===== config.mk =====
export PLATFORM = sky130hd
export DESIGN_NAME = rsa_sqrt_cell
export DESIGN_NICKNAME = d
export VERILOG_FILES = /design/src/design/rsa_pkg.sv /design/src/design/rsa_sqrt_cell.sv
export SDC_FILE = /design/constraint.sdc
export NUM_CORES = 1
export LEC_CHECK = 0
export ABC_AREA = 1
export BUFFER_PORTS_ARGS = -buffer_cell sky130_fd_sc_hd__buf_4
export CORE_UTILIZATION = 30
export CTS_CLUSTER_SIZE = 40
export DETAILED_ROUTE_END_ITERATION = 6
export PLACE_DENSITY = 0.53
export SLEW_MARGIN = 20
export SYNTH_ARGS = -nofsm -noshare
export SYNTH_HDL_FRONTEND = slang
export SYNTH_SLANG_ARGS = --single-unit

===== constraint.sdc =====
create_clock -name clock -period 2.7 [get_ports clock]
set_input_delay 0.81 -clock clock [delete_from_list [all_inputs] [get_ports clock]]
set_output_delay 0.81 -clock clock [all_outputs]
set_load 0.02 [all_outputs]

===== src/design/rsa_pkg.sv =====
// shared types, constants and widths for the rgb saturation adjust block
package rsa_pkg;

   // channel format
   localparam int FRACTION_BITS = 15;
   localparam int CHAN_W = 16;
   localparam logic [31:0] ONE_VAL = 32'd1 << FRACTION_BITS;
   localparam logic [CHAN_W-1:0] CLAMP_MAX =
      (ONE_VAL > 32'h0000_FFFF) ? {CHAN_W{1'b1}} : ONE_VAL[CHAN_W-1:0];

   // gain register, unsigned q2.8
   localparam int GAIN_W = 10;
   localparam int GAIN_FRAC = 8;
   localparam logic [GAIN_W-1:0] GAIN_RESET = 10'd384;

   // luminance weights, 16-bit fractions summing to 65536
   localparam int WEIGHT_W = 16;
   localparam logic [WEIGHT_W-1:0] WEIGHT_R = 16'd19595;
   localparam logic [WEIGHT_W-1:0] WEIGHT_G = 16'd38470;
   localparam logic [WEIGHT_W-1:0] WEIGHT_B = 16'd7471;

   // square and weighted square widths
   localparam int SQR_W = 2 * CHAN_W;
   localparam int WSQ_W = SQR_W + WEIGHT_W;

   // square root: radicand, root and partial remainder widths
   localparam int RAD_W = WSQ_W - WEIGHT_W;
   localparam int ROOT_W = RAD_W / 2;
   localparam int REM_W = ROOT_W + 1;

   // gain product width
   localparam int PROD_W = CHAN_W + 1 + GAIN_W;

   typedef struct packed {
      logic [CHAN_W-1:0] red;
      logic [CHAN_W-1:0] green;
      logic [CHAN_W-1:0] blue;
   } pixel_type;

   // word handed from one square root cell to the next
   typedef struct packed {
      pixel_type pix;
      logic [RAD_W-1:0] rad;
      logic [REM_W-1:0] rem;
      logic [ROOT_W-1:0] root;
   } root_word_type;

endpackage


===== src/design/rsa_sqrt_cell.sv =====
// one restoring square root cell, resolves one root bit per word
module rsa_sqrt_cell (
   input  logic                    clock,
   input  logic                    reset,
   input  logic                    en,
   input  logic                    in_valid,
   input  rsa_pkg::root_word_type  in_word,
   output logic                    out_valid,
   output rsa_pkg::root_word_type  out_word
);

   logic valid_ff;
   rsa_pkg::root_word_type word_ff, word_in;
   logic [rsa_pkg::REM_W+1:0] rem_sh;
   logic [rsa_pkg::REM_W+1:0] trial;

   // bring down the next radicand digit pair and try a one bit
   always_comb begin
      rem_sh = {in_word.rem, in_word.rad[rsa_pkg::RAD_W-1 -: 2]};
      trial = {1'b0, in_word.root, 2'b01};
      word_in.pix = in_word.pix;
      word_in.rad = {in_word.rad[rsa_pkg::RAD_W-3:0], 2'b00};
      if (rem_sh >= trial) begin
         word_in.rem = rsa_pkg::REM_W'(rem_sh - trial);
         word_in.root = {in_word.root[rsa_pkg::ROOT_W-2:0], 1'b1};
      end else begin
         word_in.rem = rsa_pkg::REM_W'(rem_sh);
         word_in.root = {in_word.root[rsa_pkg::ROOT_W-2:0], 1'b0};
      end
   end

   always_ff @(posedge clock) begin
      if (reset) begin
         valid_ff <= 1'b0;
      end else if (en) begin
         valid_ff <= in_valid;
      end
   end

   always_ff @(posedge clock) begin
      if (en) begin
         word_ff <= word_in;
      end
   end

   assign out_valid = valid_ff;
   assign out_word = word_ff;

endmodule


==> results.json <==
{
  "status": "finished, final reports clean",
  "cts_buffer_depth": 2,
  "final_cell_mix": "236 x buf_4, 115 x nand2_1, 111 x edfxtp_1",
  "ys_seq_area_frac": 0.682,
  "synth_top_area_frac": 0.678,
  "synth_area_leaders": "edfxtp_1 68%, nand2_1 8.8%, inv_1 4.8%",
  "setup_viol": 0,
  "viasPerCell": 4.23,
  "grt_use_total": 0.158,
  "grt_pass1_wl_um": 19700,
  "first_pass_iters": 4,
  "port_buffers": 228,
  "coreArea_mm2": 0.0159,
  "cts.clk_slew.worst_paths_ps": 80,
  "synth-compound-area-share": 0.0153,
  "whs_ps": 520,
  "syn_area_mm2": 0.00491,
  "root_buffer": "clkbuf_16",
  "dp_hpwl_um": 10500,
  "n_antenna_cell": 0,
  "finalCritPeriodShare": 0.817,
  "layout_commonest_cell": "buf_4",
  "hold_depth": 2,
  "cts_buffers": 9,
  "cts_sinks": 112,
  "skew_ps": 0,
  "hp-class": "reg2reg",
  "drtIter0Drc": 156,
  "gp_congestion": 0.889,
  "grt-ovfl-total": 0,
  "antenna_found_initial": 0,
  "reg2reg_setup_slack_ps": 2110,
  "drc": 0,
  "synthXorXnorAreaFrac": 0.0125,
  "crit_required_ps": 2810,
  "p_per_area_mw_per_mm2": 612,
  "worstRegToRegCells": 2,
  "die-area_mm2": 0.0169,
  "r2r-end": "out_valid$_SDFFE_PP0P_",
  "grt_max_degree": 59,
  "async_flop_share": 0,
  "p_leak_nw": 3.43,
  "yosysTopAreaCell": "edfxtp_1",
  "htreeDepth": 3,
  "crit_type": "in2reg",
  "end_kind": "register",
  "worstSkewPairLatency_ps": 350,
  "start_util": 0.308,
  "die_h_um": 130,
  "syn_inst": 415,
  "hp-start": "out_valid$_SDFFE_PP0P_",
  "ys_ff_latch": 112,
  "slew_violations": 0,
  "timing.setup.tns_ps": 0,
  "cts_tree": "done",
  "area_delta_synth_final_pct": 46.8,
  "pin_count": 231,
  "cts_setup_buffers": 0,
  "die_x_um": 130,
  "finalHoldViolations": 0,
  "ir_drop_mv": 0.298,
  "clock.fmax_mhz": 454,
  "grt_pass1_vias": 3649,
  "drive_above_1_share": 0.431,
  "synth_edf_count": 111,
  "yosys_warnings": 0,
  "rows": 46,
  "hold_path_end": "out_valid$_SDFFE_PP0P_",
  "synth_mux_area_frac": 0.00204,
  "cp_max_fo": 12,
  "via_count": 3722,
  "worst_r2r_startpoint": "out_valid$_SDFFE_PP0P_",
  "detail_route.wl_per_cell_um": 15.2,
  "ant_nets": 0,
  "arrival_ps": 2310,
  "rsz0062_at_grt": "no",
  "max_cap_violations": 0,
  "crit_path_start_kind": "input port",
  "finalCriticalPeriod_ps": 2210,
  "synth_top_family_by_area": "simple AND/OR/NAND/NOR gates",
  "totalWireLength_um": 13400,
  "synth.distinct_cells": 28,
  "final_nets": 793,
  "cts_resized": 0,
  "synthAdderAreaFrac": 0.0458,
  "synthSimpleGateAreaFrac": 0.179,
  "holdBufCountCts": 0,
  "synth_ff_type": "edfxtp_1",
  "avgSynthCellArea_um2": 11.8
}
[area by class of cell]
class / count / area, µm²
fill: 1489 / 8730
sequential: 112 / 3350
timing repair buffer: 237 / 1790
multi-input combinational: 231 / 1260
tap: 216 / 270
inverter: 67 / 251
clock buffer: 10 / 229
clock inverter: 6 / 62.6
[metrics by stage]
step,instances,cell area (µm²),utilization,total power [W],worst slack (ps)
after floorplan,416,4920,-,0.00267,368
after global placement,863,6930,0.434,0.00315,117
after detailed placement,863,6930,0.434,0.00316,133
after CTS,879,7220,0.453,0.00448,507
after global routing,879,7220,0.453,0.00463,350
final,879,7220,0.453,0.00441,495
[cells in the mapped netlist (2+ instances only)]
cell	instances
nand4_1	4
xor2_1	5
ha_1	18
buf_4	4
nand2_2	19
xnor2_1	2
nor2_4	3
inv_2	4
nor2_1	9
inv_1	63
nand3_2	2
nor3_1	3
nand2_1	115
edfxtp_1	111
nand3_1	30
a21oi_1	11
[per-layer routing]
layer / up-vias / routed length [µm] / global-route usage
li1: 1859 / - / -
met4: 0 / 263 / 0.0595
met1: 1695 / 5350 / 0.182
met5: - / 0 / 0
met3: 17 / 1120 / 0.0459
met2: 151 / 6630 / 0.277
[power breakdown]
group          internal [W]  switching (W)  leakage, nW
Sequential          0.00209      0.0000421         1.09
Clock              0.000652       0.000659        0.142
Combinational      0.000417       0.000553         2.20
[logic make-up (layout without fill, tap and decap cells)]
logic type | Yosys count | in the layout
mux | 1 | 1
buf+inv | 73 | 320
other cells | 1 | 2
compound gates | 13 | 13
simple gates | 190 | 190
xor+xnor | 7 | 7
flops | 112 | 112
fa+ha+maj | 18 | 18
[worst max-delay path by stage]
stage	end	from	cells after the start	slack, ps
final	out_word[19]$_DFFE_PP_	in_word[10]	11	490
after global routing	out_word[30]$_DFFE_PP_	in_word[8]	13	350
after CTS	out_word[18]$_DFFE_PP_	in_word[10]	11	510
after detailed placement	out_word[18]$_DFFE_PP_	in_word[10]	11	130
after global placement	out_word[20]$_DFFE_PP_	in_word[10]	11	120
after floorplan	out_word[19]$_DFFE_PP_	in_word[0]	12	370
[state kept, by name, summed over array words and instances, names as in the netlist]
signal / flops
out_valid: 1
out_word: 111
[critical path: stages]
cell	delay, ps
buf_4	80
inv_1	40
ha_1	380
nand2_1	150
nor2_2	170
nand2_2	80
o21bai_2	180
nor2_4	80
buf_4	190
nand3_1	90
nand2_2	60
Note: power is estimated with default switching activity, not from simulation.
