===== config.mk =====
export PLATFORM = sky130hd
export DESIGN_NAME = rsa_luma_front
export DESIGN_NICKNAME = d
export VERILOG_FILES = /design/src/design/rsa_pkg.sv /design/src/design/rsa_luma_front.sv
export SDC_FILE = /design/constraint.sdc
export NUM_CORES = 2
export LEC_CHECK = 0
export BUFFER_PORTS_ARGS = -buffer_cell sky130_fd_sc_hd__buf_2
export CAP_MARGIN = 20
export CELL_PAD_IN_SITES_DETAIL_PLACEMENT = 0
export CELL_PAD_IN_SITES_GLOBAL_PLACEMENT = 2
export CORE_ASPECT_RATIO = 1.1
export CORE_UTILIZATION = 30
export CTS_CLUSTER_SIZE = 24
export DETAILED_ROUTE_END_ITERATION = 6
export PLACE_DENSITY_LB_ADDON = 0.1
export SETUP_SLACK_MARGIN = 0.2
export SLEW_MARGIN = 20
export SYNTH_ARGS = -nofsm -noshare
export SYNTH_HDL_FRONTEND = slang
export SYNTH_SLANG_ARGS = --single-unit

===== constraint.sdc =====
create_clock -name clock -period 8.3 [get_ports clock]
set_input_delay 1.66 -clock clock [delete_from_list [all_inputs] [get_ports clock]]
set_output_delay 1.66 -clock clock [all_outputs]
set_load 0.03 [all_outputs]

===== src/design/rsa_pkg.sv =====
// shared types, constants and widths for the rgb saturation adjust block
package rsa_pkg;

   // channel format
   localparam int FRACTION_BITS = 15;
   localparam int CHAN_W = 16;
   localparam logic [31:0] ONE_VAL = 32'd1 << FRACTION_BITS;
   localparam logic [CHAN_W-1:0] CLAMP_MAX =
      (ONE_VAL > 32'h0000_FFFF) ? {CHAN_W{1'b1}} : ONE_VAL[CHAN_W-1:0];

   // gain register, unsigned q2.8
   localparam int GAIN_W = 10;
   localparam int GAIN_FRAC = 8;
   localparam logic [GAIN_W-1:0] GAIN_RESET = 10'd384;

   // luminance weights, 16-bit fractions summing to 65536
   localparam int WEIGHT_W = 16;
   localparam logic [WEIGHT_W-1:0] WEIGHT_R = 16'd19595;
   localparam logic [WEIGHT_W-1:0] WEIGHT_G = 16'd38470;
   localparam logic [WEIGHT_W-1:0] WEIGHT_B = 16'd7471;

   // square and weighted square widths
   localparam int SQR_W = 2 * CHAN_W;
   localparam int WSQ_W = SQR_W + WEIGHT_W;

   // square root: radicand, root and partial remainder widths
   localparam int RAD_W = WSQ_W - WEIGHT_W;
   localparam int ROOT_W = RAD_W / 2;
   localparam int REM_W = ROOT_W + 1;

   // gain product width
   localparam int PROD_W = CHAN_W + 1 + GAIN_W;

   typedef struct packed {
      logic [CHAN_W-1:0] red;
      logic [CHAN_W-1:0] green;
      logic [CHAN_W-1:0] blue;
   } pixel_type;

   // word handed from one square root cell to the next
   typedef struct packed {
      pixel_type pix;
      logic [RAD_W-1:0] rad;
      logic [REM_W-1:0] rem;
      logic [ROOT_W-1:0] root;
   } root_word_type;

endpackage


===== src/design/rsa_luma_front.sv =====
// squares, weights and sums the channels into the square root radicand
module rsa_luma_front (
   input  logic                    clock,
   input  logic                    reset,
   input  logic                    en,
   input  logic                    in_valid,
   input  rsa_pkg::pixel_type      in_pix,
   output logic                    out_valid,
   output rsa_pkg::root_word_type  out_word
);

   logic [2:0] valid_ff;
   rsa_pkg::pixel_type pix1_ff, pix2_ff, pix3_ff;
   logic [rsa_pkg::SQR_W-1:0] sq_r_ff, sq_g_ff, sq_b_ff;
   logic [rsa_pkg::WSQ_W-1:0] wsq_r_ff, wsq_g_ff, wsq_b_ff;
   logic [rsa_pkg::WSQ_W-1:0] sum_ff, sum_in;

   // weighted squares never carry out of the sum since the weights add to one
   assign sum_in = wsq_r_ff + wsq_g_ff + wsq_b_ff;

   // valid bits
   always_ff @(posedge clock) begin
      if (reset) begin
         valid_ff <= '0;
      end else if (en) begin
         valid_ff <= {valid_ff[1:0], in_valid};
      end
   end

   // square, weight, sum
   always_ff @(posedge clock) begin
      if (en) begin
         pix1_ff <= in_pix;
         sq_r_ff <= rsa_pkg::SQR_W'(in_pix.red * in_pix.red);
         sq_g_ff <= rsa_pkg::SQR_W'(in_pix.green * in_pix.green);
         sq_b_ff <= rsa_pkg::SQR_W'(in_pix.blue * in_pix.blue);
         pix2_ff <= pix1_ff;
         wsq_r_ff <= rsa_pkg::WSQ_W'(sq_r_ff * rsa_pkg::WEIGHT_R);
         wsq_g_ff <= rsa_pkg::WSQ_W'(sq_g_ff * rsa_pkg::WEIGHT_G);
         wsq_b_ff <= rsa_pkg::WSQ_W'(sq_b_ff * rsa_pkg::WEIGHT_B);
         pix3_ff <= pix2_ff;
         sum_ff <= sum_in;
      end
   end

   // seed word for the first square root cell
   assign out_valid = valid_ff[2];
   always_comb begin
      out_word.pix = pix3_ff;
      out_word.rad = sum_ff[rsa_pkg::WSQ_W-1:rsa_pkg::WEIGHT_W];
      out_word.rem = '0;
      out_word.root = '0;
   end

endmodule


==> run summary <==
status -> complete, no violations
critical path class -> in -> reg
full die area -> 0.2008 mm^2
GPL Wtd Cong -> 0.7916
YS warnings -> 0
critical path's most frequent cell -> fa_1
Final Hold Vio Count -> 0
crit-path max cell delay -> 0.56 ns
Critical Path End Type -> flop
nets -> 7,741
Worst Hold Endpoint -> pix2_ff[35]$_DFFE_PP_
fin. max-slew vios -> 0
share of cells above drive strength 1 -> 0.05727
CP arrival -> 7.80 ns
post-CTS sizing -> 0
FF-to-FF End -> wsq_b_ff[42]$_DFFE_PP_
Startpoint Class -> input port
Fmax achieved -> 0.1360 GHz
hold path cells -> 0
Slew @ Worst Pin -> 1.092 ns
Post-DRT Antenna Nets -> 0
post-synthesis cell area -> 0.05971 mm^2
first-pass GRT wire length -> 244,200 um
setup slack, reg-to-reg -> 1.65 ns
CTS Buffer Depth -> 3
CTS tree -> built
WL final -> 152,900 um
crit path time final -> 7.353 ns
top_reg_cell synth -> edfxtp_1
postcts setup bufs -> 0
Worst-path clk slew -> 0.06 ns
vias post-DR -> 37,940
syn_area_per_cell -> 10.61 um^2
initial antenna violation count -> 14
DRC Markers -> 0
clk_lat worst skew -> 0.73 ns
Die Y -> 469.9 um
cells along the critical path -> buf_2, and2_1, fa_1, inv_1, fa_1, inv_1, fa_1, fa_1, fa_1, inv_1, fa_1, inv_1, ha_1, a21o_1, a21o_1, a211o_1, a211oi_1, buf_4, o21ai_1, a31oi_1, nand2b_1, o21ai_1, o31ai_1, xnor2_1
Critical Path RT -> 8.75 ns
Row Count -> 171
Detailed Place HPWL -> 132,400 um
1st-pass router iterations -> 5
H-tree Lvls -> 2
most frequent cells in the layout -> inv_1 (1,434), fa_1 (967), ha_1 (903), edfxtp_1 (399), nand2_1 (322)
sequential fraction of the synthesis area -> 0.2017
# port buffers -> 132
worst-path fanout max -> 15
ys async rst share -> 0
Syn Inst Count -> 5,629
hold_buf cts -> 0
Die X -> 427.4 um
core area -> 0.1975 mm^2
total negative setup slack -> 0 ns
Post-synth EDFFs -> 399
I/O pins -> 166
Synth cell types -> 78
Synth Register Bits -> 402
crit share post-route -> 0.8859
Clock Skew -> 0.04288 ns
Max-Cap Viols -> 0
worst hold-check path type -> reg -> reg
root buf cell -> clkbuf_16
post-DR wirelength/cell -> 18.06 um
area grow syn2layout -> 10.07%
layout filler cell count -> 20,410
Setup-failing EPs final -> 0
CTS sink cnt -> 402
most common cell after layout, fill and taps aside -> inv_1
slew margin rel. -> 0.2535
grt total ovfl -> 0
vias per inst -> 4.482
RSZ-0062 raised after global routing -> false
CTS Buf Count -> 57
Reg2Reg Depth -> 20
Starting DRT DRC Count -> 1,481
vias in the first global route -> 42,210
largest net degree at the start of global routing -> 152
Crit-path slowest cell -> fa_1
Total GRT Usage -> 0.1582
Starting Density -> 0.3023
Worst R2R Start -> sq_b_ff[7]$_DFFE_PP_
hold_sp -> pix1_ff[35]$_DFFE_PP_
synth_stat cells, types with 22 or more instances:
master / n / area (um^2)
nand3_1: 49 / 245.2
a21oi_1: 224 / 1121
clkbuf_1: 72 / 270.3
o21bai_1: 36 / 270.3
and2_1: 121 / 757.0
ha_1: 903 / 11300
nor2_1: 141 / 529.3
inv_1: 1434 / 5383
nand2b_1: 22 / 137.6
fa_1: 967 / 19360
buf_4: 33 / 247.7
nor2b_1: 40 / 250.2
xnor2_1: 173 / 1515
nor3_1: 30 / 150.1
xor2_1: 90 / 788.3
a21o_1: 171 / 1284
o21ai_0: 89 / 445.4
o21a_1: 23 / 172.7
nand2_1: 322 / 1209
edfxtp_1: 399 / 11980
nand4_1: 26 / 162.7
stage by stage:
| stage | instances | worst slack, ns | hold WS [ns] | util | area [um^2] |
|---|---|---|---|---|---|
| after global placement | 8355 | 0.2433 | 0.4003 | 0.3228 | 63740 |
| after detailed placement | 8355 | 0.2064 | 0.4045 | 0.3228 | 63740 |
| final | 8465 | 0.9471 | 0.4137 | 0.3328 | 65720 |
| after global routing | 8464 | 0.5982 | 0.4178 | 0.3328 | 65720 |
| after floorplan | 5677 | 0.5776 | 0.4003 | - | 59890 |
| after CTS | 8462 | 0.9713 | 0.4118 | 0.3328 | 65710 |
worst max-delay path by stage:
stage                           from                    end  slack (ns)  cells past startpoint
after global routing      in_pix[26]  sq_g_ff[28]$_DFFE_PP_        0.60                     26
after floorplan           in_pix[46]  sq_r_ff[31]$_DFFE_PP_        0.58                     23
final                     in_pix[26]  sq_g_ff[28]$_DFFE_PP_        0.95                     24
after CTS                 in_pix[26]  sq_g_ff[28]$_DFFE_PP_        0.97                     24
after detailed placement  in_pix[26]  sq_g_ff[28]$_DFFE_PP_        0.21                     24
after global placement    in_pix[40]  sq_r_ff[31]$_DFFE_PP_        0.24                     26
metal layers:
layer	up-vias	GRT usage	wire, um
met5	-	0	0
met4	0	0.03086	2933
met3	104	0.01704	4073
met2	381	0.2651	73500
met1	19200	0.2197	72350
li1	18250	-	-
cell families after synthesis:
logic type,after synthesis,share of synthesized area
fa+ha+maj,1870,0.5135
buf+inv,1544,0.09925
simple gates,818,0.06547
compound gates,723,0.08022
flops,402,0.2017
xor+xnor,263,0.03858
mux,7,0.001236
other cells,2,0.0001258
critical path: cells and delay by family:
kind            cells  cell delay [ns]
buf+inv             6             0.61
compound gates      8             1.72
fa+ha+maj           7             3.25
xor+xnor            1             0.10
simple gates        2             0.47
layout make-up:
cell class / instances / area [um^2] / share of cell area
flip-flops and latches: 402 / 12040 / 0.1832
clock inverters: 47 / 530.5 / 0.008072
repair buffers: 193 / 1154 / 0.01755
well taps: 2595 / 3247 / 0.04940
clock buffers: 60 / 1438 / 0.02187
multi-input cells: 3731 / 41920 / 0.6379
diodes: 3 / 7.507 / 0.0001142
inverters: 1434 / 5383 / 0.08190
flip-flops by register name (all words and copies together), names as in the netlist, 32 cells and up:
register	flops
pix2_ff	45
wsq_g_ff	46
sum_ff	32
wsq_b_ff	44
pix1_ff	48
wsq_r_ff	46
out_word	48
Power is left out: the tool's default activity adds up to more than one toggle a clock period on the data nets, which glitch-free logic cannot reach.
