`src/design/rsa_pkg.sv`:
```
// shared types, constants and widths for the rgb saturation adjust block
package rsa_pkg;

   // channel format
   localparam int FRACTION_BITS = 15;
   localparam int CHAN_W = 16;
   localparam logic [31:0] ONE_VAL = 32'd1 << FRACTION_BITS;
   localparam logic [CHAN_W-1:0] CLAMP_MAX =
      (ONE_VAL > 32'h0000_FFFF) ? {CHAN_W{1'b1}} : ONE_VAL[CHAN_W-1:0];

   // gain register, unsigned q2.8
   localparam int GAIN_W = 10;
   localparam int GAIN_FRAC = 8;
   localparam logic [GAIN_W-1:0] GAIN_RESET = 10'd384;

   // luminance weights, 16-bit fractions summing to 65536
   localparam int WEIGHT_W = 16;
   localparam logic [WEIGHT_W-1:0] WEIGHT_R = 16'd19595;
   localparam logic [WEIGHT_W-1:0] WEIGHT_G = 16'd38470;
   localparam logic [WEIGHT_W-1:0] WEIGHT_B = 16'd7471;

   // square and weighted square widths
   localparam int SQR_W = 2 * CHAN_W;
   localparam int WSQ_W = SQR_W + WEIGHT_W;

   // square root: radicand, root and partial remainder widths
   localparam int RAD_W = WSQ_W - WEIGHT_W;
   localparam int ROOT_W = RAD_W / 2;
   localparam int REM_W = ROOT_W + 1;

   // gain product width
   localparam int PROD_W = CHAN_W + 1 + GAIN_W;

   typedef struct packed {
      logic [CHAN_W-1:0] red;
      logic [CHAN_W-1:0] green;
      logic [CHAN_W-1:0] blue;
   } pixel_type;

   // word handed from one square root cell to the next
   typedef struct packed {
      pixel_type pix;
      logic [RAD_W-1:0] rad;
      logic [REM_W-1:0] rem;
      logic [ROOT_W-1:0] root;
   } root_word_type;

endpackage

```
`src/design/rsa_chan_adjust.sv`:
```
// scales each channel's distance from the brightness by the gain and clamps
module rsa_chan_adjust (
   input  logic                        clock,
   input  logic                        reset,
   input  logic                        en,
   input  logic                        in_valid,
   input  rsa_pkg::pixel_type          in_pix,
   input  logic [rsa_pkg::ROOT_W-1:0]  in_root,
   input  logic [rsa_pkg::GAIN_W-1:0]  gain,
   output logic                        out_valid,
   output rsa_pkg::pixel_type          out_pix
);

   localparam int V_W = rsa_pkg::PROD_W + 1;

   logic valid_ff;
   logic [rsa_pkg::ROOT_W-1:0] root_ff;
   logic signed [rsa_pkg::PROD_W-1:0] prod_r_ff, prod_g_ff, prod_b_ff;

   // (c - p) * gain, signed
   function automatic logic signed [rsa_pkg::PROD_W-1:0] scale_diff(
      input logic [rsa_pkg::CHAN_W-1:0] c,
      input logic [rsa_pkg::ROOT_W-1:0] p,
      input logic [rsa_pkg::GAIN_W-1:0] g
   );
      logic signed [rsa_pkg::PROD_W-1:0] diff;
      logic signed [rsa_pkg::PROD_W-1:0] gs;
      diff = $signed(rsa_pkg::PROD_W'(c)) - $signed(rsa_pkg::PROD_W'(p));
      gs = $signed(rsa_pkg::PROD_W'(g));
      return rsa_pkg::PROD_W'(diff * gs);
   endfunction

   // p + floor(prod / 256), saturated to 0 .. one
   function automatic logic [rsa_pkg::CHAN_W-1:0] finish_chan(
      input logic signed [rsa_pkg::PROD_W-1:0] prod,
      input logic [rsa_pkg::ROOT_W-1:0] p
   );
      logic signed [V_W-1:0] v;
      logic signed [V_W+32:0] v_ext;
      logic signed [V_W+32:0] one_ext;
      v = $signed(V_W'(p)) + V_W'(prod >>> rsa_pkg::GAIN_FRAC);
      v_ext = (V_W+33)'(v);
      one_ext = $signed((V_W+33)'(rsa_pkg::ONE_VAL));
      if (v < 0) begin
         return '0;
      end else if (v_ext > one_ext) begin
         return rsa_pkg::ONE_VAL[rsa_pkg::CHAN_W-1:0];
      end else begin
         return v[rsa_pkg::CHAN_W-1:0];
      end
   endfunction

   always_ff @(posedge clock) begin
      if (reset) begin
         valid_ff <= 1'b0;
      end else if (en) begin
         valid_ff <= in_valid;
      end
   end

   // gain products
   always_ff @(posedge clock) begin
      if (en) begin
         root_ff <= in_root;
         prod_r_ff <= scale_diff(in_pix.red, in_root, gain);
         prod_g_ff <= scale_diff(in_pix.green, in_root, gain);
         prod_b_ff <= scale_diff(in_pix.blue, in_root, gain);
      end
   end

   // floor, offset and clamp feed the output register
   assign out_valid = valid_ff;
   always_comb begin
      out_pix.red = finish_chan(prod_r_ff, root_ff);
      out_pix.green = finish_chan(prod_g_ff, root_ff);
      out_pix.blue = finish_chan(prod_b_ff, root_ff);
   end

endmodule

```
`config.mk`:
```
export PLATFORM = sky130hd
export DESIGN_NAME = rsa_chan_adjust
export DESIGN_NICKNAME = d
export VERILOG_FILES = /design/src/design/rsa_pkg.sv /design/src/design/rsa_chan_adjust.sv
export SDC_FILE = /design/constraint.sdc
export NUM_CORES = 2
export LEC_CHECK = 0
export BUFFER_PORTS_ARGS = -buffer_cell sky130_fd_sc_hd__buf_4
export CAP_MARGIN = 20
export CORE_UTILIZATION = 60
export CTS_BUF_LIST = sky130_fd_sc_hd__clkbuf_4
export DETAILED_ROUTE_END_ITERATION = 16
export GPL_TIMING_DRIVEN = 0
export HOLD_SLACK_MARGIN = 0.03
export PLACE_DENSITY = 0.78
export SLEW_MARGIN = 25
export SYNTH_ARGS = -nofsm -noshare
export SYNTH_HDL_FRONTEND = slang
export SYNTH_SLANG_ARGS = --single-unit
```
`constraint.sdc`:
```
create_clock -name clock -period 19.3 [get_ports clock]
set_input_delay 3.86 -clock clock [delete_from_list [all_inputs] [get_ports clock]]
set_output_delay 3.86 -clock clock [all_outputs]
set_load 0.01 [all_outputs]
```
==> metrics.md <==
| Metric | Value |
|---|---|
| Post-Place Cell Area | `0.0264 mm^2` |
| TritonCTS clock tree | `yes` |
| Final cell count without fillers | `3425` |
| Most used flip-flop cell after synthesis | `edfxtp_1` |
| Netlist cell types | `69` |
| CTS Sinks | `74` |
| Antenna violations before repair | `5` |
| DR iter-0 viols | `1567` |
| Skew final | `0 ns` |
| Largest net degree at the start of global routing | `75` |
| Synthesized flop and latch total | `74` |
| Required @ worst endpoint | `19.56 ns` |
| Adder-cell share of the synthesized area | `50.0%` |
| Max-slew violations | `0` |
| Critical Path Most Common Cell | `fa_1` |
| Inserted Clock Buffers | `9` |
| Slew @ Worst Pin | `1.15 ns` |
| Slew HR | `22.9%` |
| Initial core utilization | `60.8%` |
| Routed Antenna Nets | `0` |
| Global route overflow | `0` |
| Layout cells sized above 1 | `5.74%` |
| Setup Fix Bufs, Post-CTS | `0` |
| Synth async-reset ratio | `0%` |
| RSZ-0062 raised after global routing | `false` |
| H-Tree Depth | `3` |
| Outcome | `complete, no violations` |
| CP top delay family | `compound AO/OA/AOI/OAI gates` |
| Crit. End Element | `register` |
| # IOs | `127` |
| Synthesized area | `0.0248 mm^2` |
| Register area | `0.00221 mm^2` |
| Post-Route WL | `69.8 mm` |
| Final TNS setup | `0 ns` |
| Fmax | `0.0819 GHz` |
| Max-cap violations | `0` |
| Final Cell Area | `0.0266 mm^2` |
| Compound-Gate Fraction of Synth Area | `9.40%` |
| Post-DR vias/cell | `5.83` |
| Post-Syn Nets | `3550` |
| Syn Area/Cell | `9.03 um^2` |
| First-pass GRT wire length | `109 mm` |
| EDFF count, synth | `73` |
| DP Wirelength | `59.4 mm` |
| Worst path max stage delay | `0.81 ns` |
| Crit start category | `input port` |
| Worst hold path class | `register to register` |
| WP data arrival | `12.48 ns` |
| Vias in the first global route | `20300` |
| Worst Hold Slack | `0.515 ns` |
| Syn Inst Count | `2752` |
| Synth Area in XOR/XNOR | `5.08%` |
| Simple-gate share of the synthesized area | `16.9%` |
| Seq/Total Area, Yosys | `8.91%` |
| Final min period | `12.21 ns` |
| Drt first pass iters | `6` |
| Synth warn | `0` |
| Slowest cell on crit path | `o311ai_2` |
| Placed cells | `3407` |
| Area Growth Syn to Fin | `7.23%` |
| Worst-Skew Late Latency | `0.49 ns` |
| Main combinational cell family by area after synthesis | `adder cells` |
| Multiplexer area fraction after synthesis | `0.161%` |
| # fillers | `3342` |
| Fin. Hold Viols | `0` |
| Crit path kind | `input port to register` |
| Die area | `0.0422 mm^2` |
| Clock Tree Buf Depth | `2` |
| Reg clk slew, reported paths | `0.13 ns` |
| Worst Path Buf+Inv | `5` |
| Drt wl/cell | `20.4 um` |
| Layout Nets | `3684` |
| Die Height | `205 um` |
| IO buf count | `123` |
| GPL Wtd Cong | `0.984` |
| Die Width | `205 um` |
| # setup viols final | `0` |
| CORE AREA | `0.0408 mm^2` |
| CTS Root Cell | `clkbuf_4` |
| # DRC | `0` |
| FP Rows | `74` |
| Area of the multi-input gates | `0.0203 mm^2` |
| PostCTS Resize Cnt | `0` |
| Crit-path max FO | `10` |
| Gr usage total | `34.6%` |
| Vias | `20000` |
| Crit share post-route | `63.3%` |
| Hold_buf cts | `0` |
[synthesized netlist by cell type (15+ instances only)]
cell / count / area share (%)
xnor2_1: 107 / 3.8
clkbuf_1: 66 / 1.0
and2_1: 203 / 5.1
inv_1: 567 / 8.6
o21ai_0: 44 / 0.89
nor2_1: 68 / 1.0
a21oi_1: 91 / 1.8
ha_1: 267 / 13
edfxtp_1: 73 / 8.8
nor3_1: 46 / 0.93
a21o_1: 54 / 1.6
or3_1: 15 / 0.38
nand2_1: 325 / 4.9
fa_1: 453 / 37
and3_1: 19 / 0.48
nand3_1: 29 / 0.58
nor2b_1: 63 / 1.6
xor2_1: 37 / 1.3
nand2b_1: 22 / 0.55
o21a_1: 33 / 1.0
[stage by stage]
stage | util, % | worst slack (ns)
after floorplan | - | 8.24
after global placement | 64.7 | 6.91
after detailed placement | 64.7 | 6.74
after CTS | 65.2 | 7.27
after global routing | 65.2 | 6.80
final | 65.2 | 7.09
[registers in the layout, summed over array words and instances (netlist names)]
| signal | count |
|---|---|
| prod_b_ff | 19 |
| prod_g_ff | 19 |
| prod_r_ff | 19 |
| root_ff | 16 |
| out_valid | 1 |
[cells by family (layout without fill, tap and decap cells)]
| kind of cell | Yosys count | in the layout |
|---|---|---|
| DFF | 74 | 74 |
| muxes | 4 | 4 |
| and+or+nand+nor | 837 | 837 |
| AOI/OAI and AO/OA | 339 | 339 |
| xor gates and xnor gates | 144 | 144 |
| adders and majority gates | 720 | 720 |
| buffers and inverters | 634 | 773 |
| other | 0 | 2 |
[tightest hold or removal path: stages, from the launching register on]
cell and delay (ns):
dfxtp_1 0.35, mux2i_1 0.06, nor2_1 0.07
[cell type report]
class,count,share of cell area [%]
Multi-Input combinational cell,2044,76.2
Sequential cell,74,8.30
Inverter,567,7.99
Timing Repair Buffer,123,3.47
Tap cell,532,2.50
Buffer,67,0.944
Clock inverter,6,0.338
Clock buffer,10,0.282
Antenna cell,2,0.0188
[routing by layer]
metal | wire length [um] | GRT usage, %
met5 | 0 | 0
met4 | 4780 | 20.3
met3 | 6250 | 5.40
met2 | 30700 | 53.2
met1 | 28100 | 46.4
[layout by cell type (no fill, tap or decap), drive strengths merged, types with 7 or more instances in the layout]
| cell | n |
|---|---|
| a211oi | 8 |
| nor3 | 46 |
| nor2b | 63 |
| nand4 | 13 |
| a21oi | 92 |
| o211ai | 8 |
| nand2b | 22 |
| fa | 453 |
| nand2 | 325 |
| a31oi | 10 |
| o21a | 33 |
| and2 | 203 |
| xor2 | 37 |
| buf | 124 |
| nor3b | 7 |
| edfxtp | 73 |
| o2111ai | 7 |
| a31o | 9 |
| a211o | 8 |
| a21boi | 7 |
| ha | 267 |
| nor2 | 68 |
| o21ai | 46 |
| a21o | 54 |
| nand3 | 29 |
| xnor2 | 107 |
| clkbuf | 76 |
| and3 | 19 |
| inv | 568 |
| and4 | 7 |
| or3 | 15 |
| o21bai | 11 |
[path summary, 6_finish.rpt]
| path | to | start | slack, ns | cells after the start |
|---|---|---|---|---|
| worst max-delay path | prod_r_ff[26] | in_root[2] | 7.09 | 30 |
| worst min-delay path | out_valid | out_valid | 0.52 | 2 |
| worst max register to register | out_valid | out_valid | 18.71 | 2 |
| worst min register to register | out_valid | out_valid | 0.52 | 2 |
Power is left out: the tool's default activity adds up to more than one toggle a clock period on the data nets, which glitch-free logic cannot reach.
